===== src/wpa_pkg.sv =====
`default_nettype none

package wpa_pkg;

   // Field widths fixed by the item formats.
   localparam int ENTRY_IDX_W = 4;
   localparam int SNAP_TIME_W = 63;
   localparam int SNAP_COUNT_W = 31;
   localparam int SUM_TIME_W = 64;
   localparam int SUM_COUNT_W = 32;
   localparam int TALLY_W = 32;

   typedef enum logic [1:0] {
      ST_CLEAR,
      ST_IDLE,
      ST_UPDATE
   } wpa_state_type;

   typedef struct packed {
      logic clear_step;
      logic capture;
      logic update;
   } wpa_cmd_type;

   typedef struct packed {
      logic clear_last;
      logic out_free;
   } wpa_status_type;

   typedef struct packed {
      logic [SNAP_TIME_W-1:0]  hist_time;
      logic [SNAP_COUNT_W-1:0] hist_count;
   } wpa_hist_type;

endpackage

`default_nettype wire


===== src/wpa_ctrl.sv =====
`default_nettype none

module wpa_ctrl (
   input  wire                  clock,
   input  wire                  reset,
   input  wire                  req_valid,
   output logic                 req_ready,
   input  wpa_pkg::wpa_status_type status,
   output wpa_pkg::wpa_cmd_type    cmd
);

   wpa_pkg::wpa_state_type state_ff;
   wpa_pkg::wpa_state_type state_in;

   always_ff @(posedge clock) begin
      if (reset) begin
         state_ff <= wpa_pkg::ST_CLEAR;
      end else begin
         state_ff <= state_in;
      end
   end

   always_comb begin
      state_in = state_ff;
      case (state_ff)
         wpa_pkg::ST_CLEAR: begin
            if (status.clear_last) begin
               state_in = wpa_pkg::ST_IDLE;
            end
         end
         wpa_pkg::ST_IDLE: begin
            if (req_valid) begin
               state_in = wpa_pkg::ST_UPDATE;
            end
         end
         wpa_pkg::ST_UPDATE: begin
            // The update waits while the previous result has not been taken.
            if (status.out_free) begin
               state_in = wpa_pkg::ST_IDLE;
            end
         end
         default: begin
            state_in = wpa_pkg::ST_CLEAR;
         end
      endcase
   end

   always_comb begin
      req_ready = 1'b0;
      cmd = '0;
      case (state_ff)
         wpa_pkg::ST_CLEAR: begin
            cmd.clear_step = 1'b1;
         end
         wpa_pkg::ST_IDLE: begin
            req_ready = 1'b1;
            cmd.capture = req_valid;
         end
         wpa_pkg::ST_UPDATE: begin
            cmd.update = status.out_free;
         end
         default: begin
            req_ready = 1'b0;
         end
      endcase
   end

endmodule

`default_nettype wire


===== config.mk =====
export PLATFORM = sky130hd
export DESIGN_NAME = wpa_ctrl
export DESIGN_NICKNAME = d
export VERILOG_FILES = /design/src/wpa_pkg.sv /design/src/wpa_ctrl.sv
export SDC_FILE = /design/constraint.sdc
export NUM_CORES = 1
export LEC_CHECK = 0
export BUFFER_PORTS_ARGS = -buffer_cell sky130_fd_sc_hd__buf_4
export CAP_MARGIN = 20
export CORE_AREA = 2 2 39 41
export CTS_CLUSTER_SIZE = 10
export DETAILED_ROUTE_END_ITERATION = 6
export DIE_AREA = 0 0 41 43
export SLEW_MARGIN = 20
export SYNTH_ARGS = -nofsm -noshare
export SYNTH_HDL_FRONTEND = slang
export SYNTH_SLANG_ARGS = --single-unit

===== constraint.sdc =====
create_clock -name clock -period 0.83 [get_ports clock]
set_clock_uncertainty 0.05 [all_clocks]
set_input_delay 0.0415 -clock clock [delete_from_list [all_inputs] [get_ports clock]]
set_output_delay 0.0415 -clock clock [all_outputs]
set_load 0.01 [all_outputs]

Word level (Yosys, flattened, before mapping)
Index checks and enable logic that the tools add are counted.
{"block": "totals", "word_cells": 16, "in_bits": 5, "register_bits": 2}
{"block": "classes", "n_reduce_logical": 2, "muxes": 8, "n_eq_ne": 5}
{"operator": "two-way mux 2 bit", "count": 3}
{"operator": "inequality test 2 bit (second input constant)", "count": 3}
{"operator": "case mux 2 bit (3 select lines)", "count": 1}
{"operator": "two-way mux 1 bit", "count": 4}
{"operator": "AND reduction 3 bit", "count": 1}
{"operator": "equality test 2 x 1 -> 1 bit (second input constant)", "count": 1}
{"operator": "equality test 2 bit (second input constant)", "count": 1}
{"operator": "zero test 2 bit", "count": 1}

Depth between registers and ports, before layout
{"block": "logic_depth", "depth_word": 3, "mapped_depth": 3}

Worst setup path after synthesis
OpenSTA, ideal clock, no wires.
{"block": "synth_path", "kind": "reg2reg", "from": "reg state_ff[1]", "to": "reg state_ff[1]", "path_stages_with_launch": 4, "required_time_ns": 0.663, "synth_period_minus_slack_ns": 0.865, "path_slack_ns": -0.035, "t_arrival_ns": 0.699, "path_buffers": 0, "setup_ns": 0.117, "path_cell_list": "dfxtp_1 > nor2b_4 > a22oi_1 > nor2_1"}
{"block": "synth_between", "elab_chain_cells": 3, "elab_cells_between_ends": 8, "classes_between": "5 x eq/ne; 1 x mux; 2 x reduce/logical"}
{"element": "start: declaration", "line_no": "wpa_ctrl.sv:12", "text": "wpa_pkg::wpa_state_type state_ff;"}
{"element": "start signal: assignment", "line_no": "wpa_ctrl.sv:17", "text": "state_ff <= wpa_pkg::ST_CLEAR;"}
{"element": "start signal: assignment", "line_no": "wpa_ctrl.sv:19", "text": "state_ff <= state_in;"}
{"element": "equality test 2 bit (tied with other cells)", "line_no": "wpa_ctrl.sv:25", "text": "case (state_ff)"}
{"element": "inequality test 2 bit (no source line)"}
{"element": "AND reduction 3 bit (no source line)"}
Several ways; a longest one is shown, not always the timed one.
A chain may end at the register's enable or synchronous reset.

Final worst setup path
{"block": "layout_path", "from": "reg state_ff[0]", "to": "out req_ready"}
{"block": "layout_between", "elab_chain_cells": 2}
{"element": "equality test 2 x 1 -> 1 bit", "line_no": "wpa_ctrl.sv:51", "text": "case (state_ff)"}
{"element": "two-way mux 1 bit", "line_no": "wpa_ctrl.sv:51"}
{"element": "end: declaration", "line_no": "wpa_ctrl.sv:7", "text": "output logic req_ready,"}
Every way passes these cells.

==> flow_metrics.py <==
metrics = {
    "outcome": {
        "run_status": "complete, but fails checks",
        "violations": "setup timing",
    },
    "synthesis": {
        "synth-async-reset-ratio_pct": 0,
        "synthAdderAreaFrac_pct": 0,
        "synth_top_family_by_area": "simple AND/OR/NAND/NOR gates",
        "synth_area_leader_cell": "sky130_fd_sc_hd__dfxtp_1",
        "synth.ff_latch_count": 2,
        "yosys-top-cells-count": "5 x sky130_fd_sc_hd__nor2_1, 2 x sky130_fd_sc_hd__dfxtp_1",
        "yosysMostFrequentCell": "sky130_fd_sc_hd__nor2_1",
        "synth_xor_area_share_pct": 0,
        "mapped_cells": 15,
        "area_fraction_in_compound_gates_after_synthesis_pct": 23.47,
        "muxShareOfSynthArea_pct": 0,
        "post_synth_top_area_share_pct": 32.65,
        "yosys.area_share.simple_pct": 40.82,
        "syn-cell-area_um2": 122.6,
        "yosysSeqAreaShare_pct": 32.65,
        "synth.top_cells.by_area": "sky130_fd_sc_hd__dfxtp_1 33%, sky130_fd_sc_hd__nor2_1 15%, sky130_fd_sc_hd__nand2b_4 11%",
        "synthFlopType": "sky130_fd_sc_hd__dfxtp_1",
        "synth-edff-count": 0,
        "yosys_warnings": 0,
        "synth.lib_cells_used.distinct": 10,
        "syn_area_per_cell_um2": 8.175,
        "syn_nets": 20,
    },
    "route": {
        "drtPass1Iterations": 2,
        "detail_route.wl_per_cell_um": 8.255,
        "postRouteWirelength_um": 388,
        "avgViaCountPerCell": 3.404,
        "antenna_left": 0,
        "routed-via-count": 160,
        "route.detailed.drc": 0,
        "drtIter0Drc": 1,
    },
    "power": {
        "sw_pwr_uw": 123.4,
        "clockPowerShare_pct": 46.0,
        "pwr-share-comb_pct": 29.7,
        "power.switching_fraction_pct": 25.73,
        "power.ir.vdd_worst_v": 0.0002499,
        "sequential_share_of_power_pct": 24.3,
        "leak_nw": 0.1348,
        "pwr_density_cell_nw_per_um2": 1610,
        "total_power_uw": 479.5,
        "power_report.internal_total_uw": 356.1,
    },
    "flow_run": {
        "max-cap-violations": 0,
    },
    "setup_path": {
        "timing.setup.critical_path_class": "flop to output port",
        "reg2reg_to": "state_ff[1]",
        "worst-r2r-cell-count": 4,
        "arrival_ns": 0.92,
        "timing.critical_path.required_ns": 0.74,
        "setup.reg_to_reg.worst_slack_ns": -0.14,
        "critical_path.reg2reg.startpoint": "state_ff[0]",
        "critPathMaxFanout": 6,
        "crit_path_start_kind": "flop",
        "worstSetupEndpointType": "output port",
    },
    "global_route": {
        "overflow": 0,
        "antenna_found_initial": 0,
        "grt_start_max_net_pins": 7,
        "grt_pass1_wl_um": 531,
        "groute.usage.overall_pct": 4.900,
        "via_count_of_the_first_global_routing_pass": 153,
    },
    "clock_tree": {
        "numClockSinks": 2,
        "clk_path_buf_depth": 2,
        "cts_root_buf": "sky130_fd_sc_hd__clkbuf_4",
        "clock_tree_from_tritoncts": "yes",
        "clkSlewWorstSetupHoldPaths_ns": 0.03,
        "cts.htree.levels": 1,
        "cts-buffers-inserted": 3,
        "insertion_delay_ns": 0.22,
    },
    "placed_design": {
        "dpl.hpwl_um": 240.8,
        "gpl.final_weighted_congestion": 0.5150,
        "placed_cell_area_um2": 220.2,
        "buffer_ports.inserted": 8,
        "placed_cells_incl_taps": 41,
    },
    "cells_and_area": {
        "largest_register_ff_count": 2,
        "final_layout_size_suffix_gt1_share_pct": 74.19,
        "top_reg_by_flops": "state_ff",
        "finalInstanceArea_um2": 297.8,
        "nets": 38,
        "largestRegisters": "state_ff: 2 flops",
        "final-instance-count-excl-fill": 47,
        "num_antenna_cells": 0,
        "final_util_pct": 21.52,
        "synthToLayoutAreaGrowth_pct": 142.9,
        "filler_cell_count": 160,
    },
    "floorplanning": {
        "chipHeight_um": 43,
        "floorplan.die_area_um2": 1763,
        "initial_core_utilization_pct": 8.861,
        "fp-row-count": 14,
        "die-width_um": 41,
        "io_count": 9,
        "floorplan.core_area_um2": 1384,
    },
    "min_path": {
        "hold_path_startpoint": "reset",
        "timing.hold.worst.class": "input port to flop",
        "whs_endpoint": "state_ff[0]",
        "whs_path_depth": 3,
    },
    "timing": {
        "final_max_slew_viol_count": 0,
        "layout_setup_ws_ns": -0.1779,
        "timing.setup.tns_ns": -0.8166,
        "timing.final.setup_violations": 6,
        "max_freq_ghz": 0.9921,
        "slew_headroom_pct": 85.44,
        "worst_pin_slew_ns": 0.2161,
        "min_period_ns": 1.008,
        "timing_hold_violations_final": 0,
        "fin_crit_sh_pct": 121.4,
        "setup_repair_after_global_routing_missed_its_margin": "yes",
    },
}
-- repair_timing --
action	CTS	global route
hold buffers	1	0
hold endpoints to repair	1	0
setup endpoints to repair	6	6
pin swaps	4	1
resized for setup	7	2
buffers inserted	2	0
-- placed cells by master, fill, tap and decap left out, drive strengths merged --
| master | n |
|---|---|
| a21oi | 1 |
| a22oi | 1 |
| dlygate4sd3 | 1 |
| buf | 12 |
| nand2b | 1 |
| clkbuf | 3 |
| nor2b | 1 |
| nor2 | 5 |
| dfxtp | 2 |
| o21ai | 1 |
| nand2 | 1 |
| a21o | 1 |
| inv | 1 |
-- routing by layer --
layer | share of wire [%] | global-route usage [%] | vias to the layer above
met5 | 0 | 0 | -
met4 | 0 | 4.000 | 0
met3 | 5.4 | 3.141 | 0
met2 | 59 | 8.750 | 7
met1 | 36 | 2.857 | 72
li1 | - | - | 81
-- worst max-delay path: stages, from the launching register on --
cell,delay [ns]
sky130_fd_sc_hd__dfxtp_4,0.36
sky130_fd_sc_hd__nor2b_4,0.15
sky130_fd_sc_hd__buf_6,0.10
sky130_fd_sc_hd__buf_6,0.09
-- per-stage QoR --
| stage | hold WS [ns] | setup WS (ns) |
|---|---|---|
| finish | 0.01679 | -0.1779 |
| global route | 0.01861 | -0.2245 |
| CTS | 0.009757 | -0.1785 |
| detailed placement | 0.1582 | -0.02291 |
| global placement | 0.1542 | -0.03013 |
| floorplan | 0.05647 | 0.008189 |
-- area by class of cell --
class                           instances  area, um^2  share of cell area [%]
Multi-Input combinational cell         12       88.84                   29.83
Sequential cell                         2       47.55                   15.97
Inverter                                1       3.754                   1.261
Tap cell                               16       20.02                   6.723
Timing Repair Buffer                   13       115.1                   38.66
Clock buffer                            3       22.52                   7.563
-- power by group through the flow --
stage	sequential, mW	combinational (mW)	clock (mW)
final	0.117	0.142	0.221
after global routing	0.118	0.154	0.241
after CTS	0.116	0.140	0.229
after detailed placement	0.119	0.107	0
after global placement	0.120	0.107	0
after floorplan	0.117	0.0512	0
-- kinds of logic after synthesis --
logic type	after synthesis
compound gates	4
buf+inv	1
flops	2
simple gates	8
-- how the worst max path moves through the flow --
stage                            from          end  cells after the start
final                     state_ff[0]    req_ready                      3
after floorplan           state_ff[0]  state_ff[0]                      3
after CTS                 state_ff[0]       cmd[0]                      3
after global placement    state_ff[0]  state_ff[1]                      3
after global routing      state_ff[0]    req_ready                      3
after detailed placement  state_ff[0]  state_ff[0]                      3
Power figures use the tool's default switching activity.
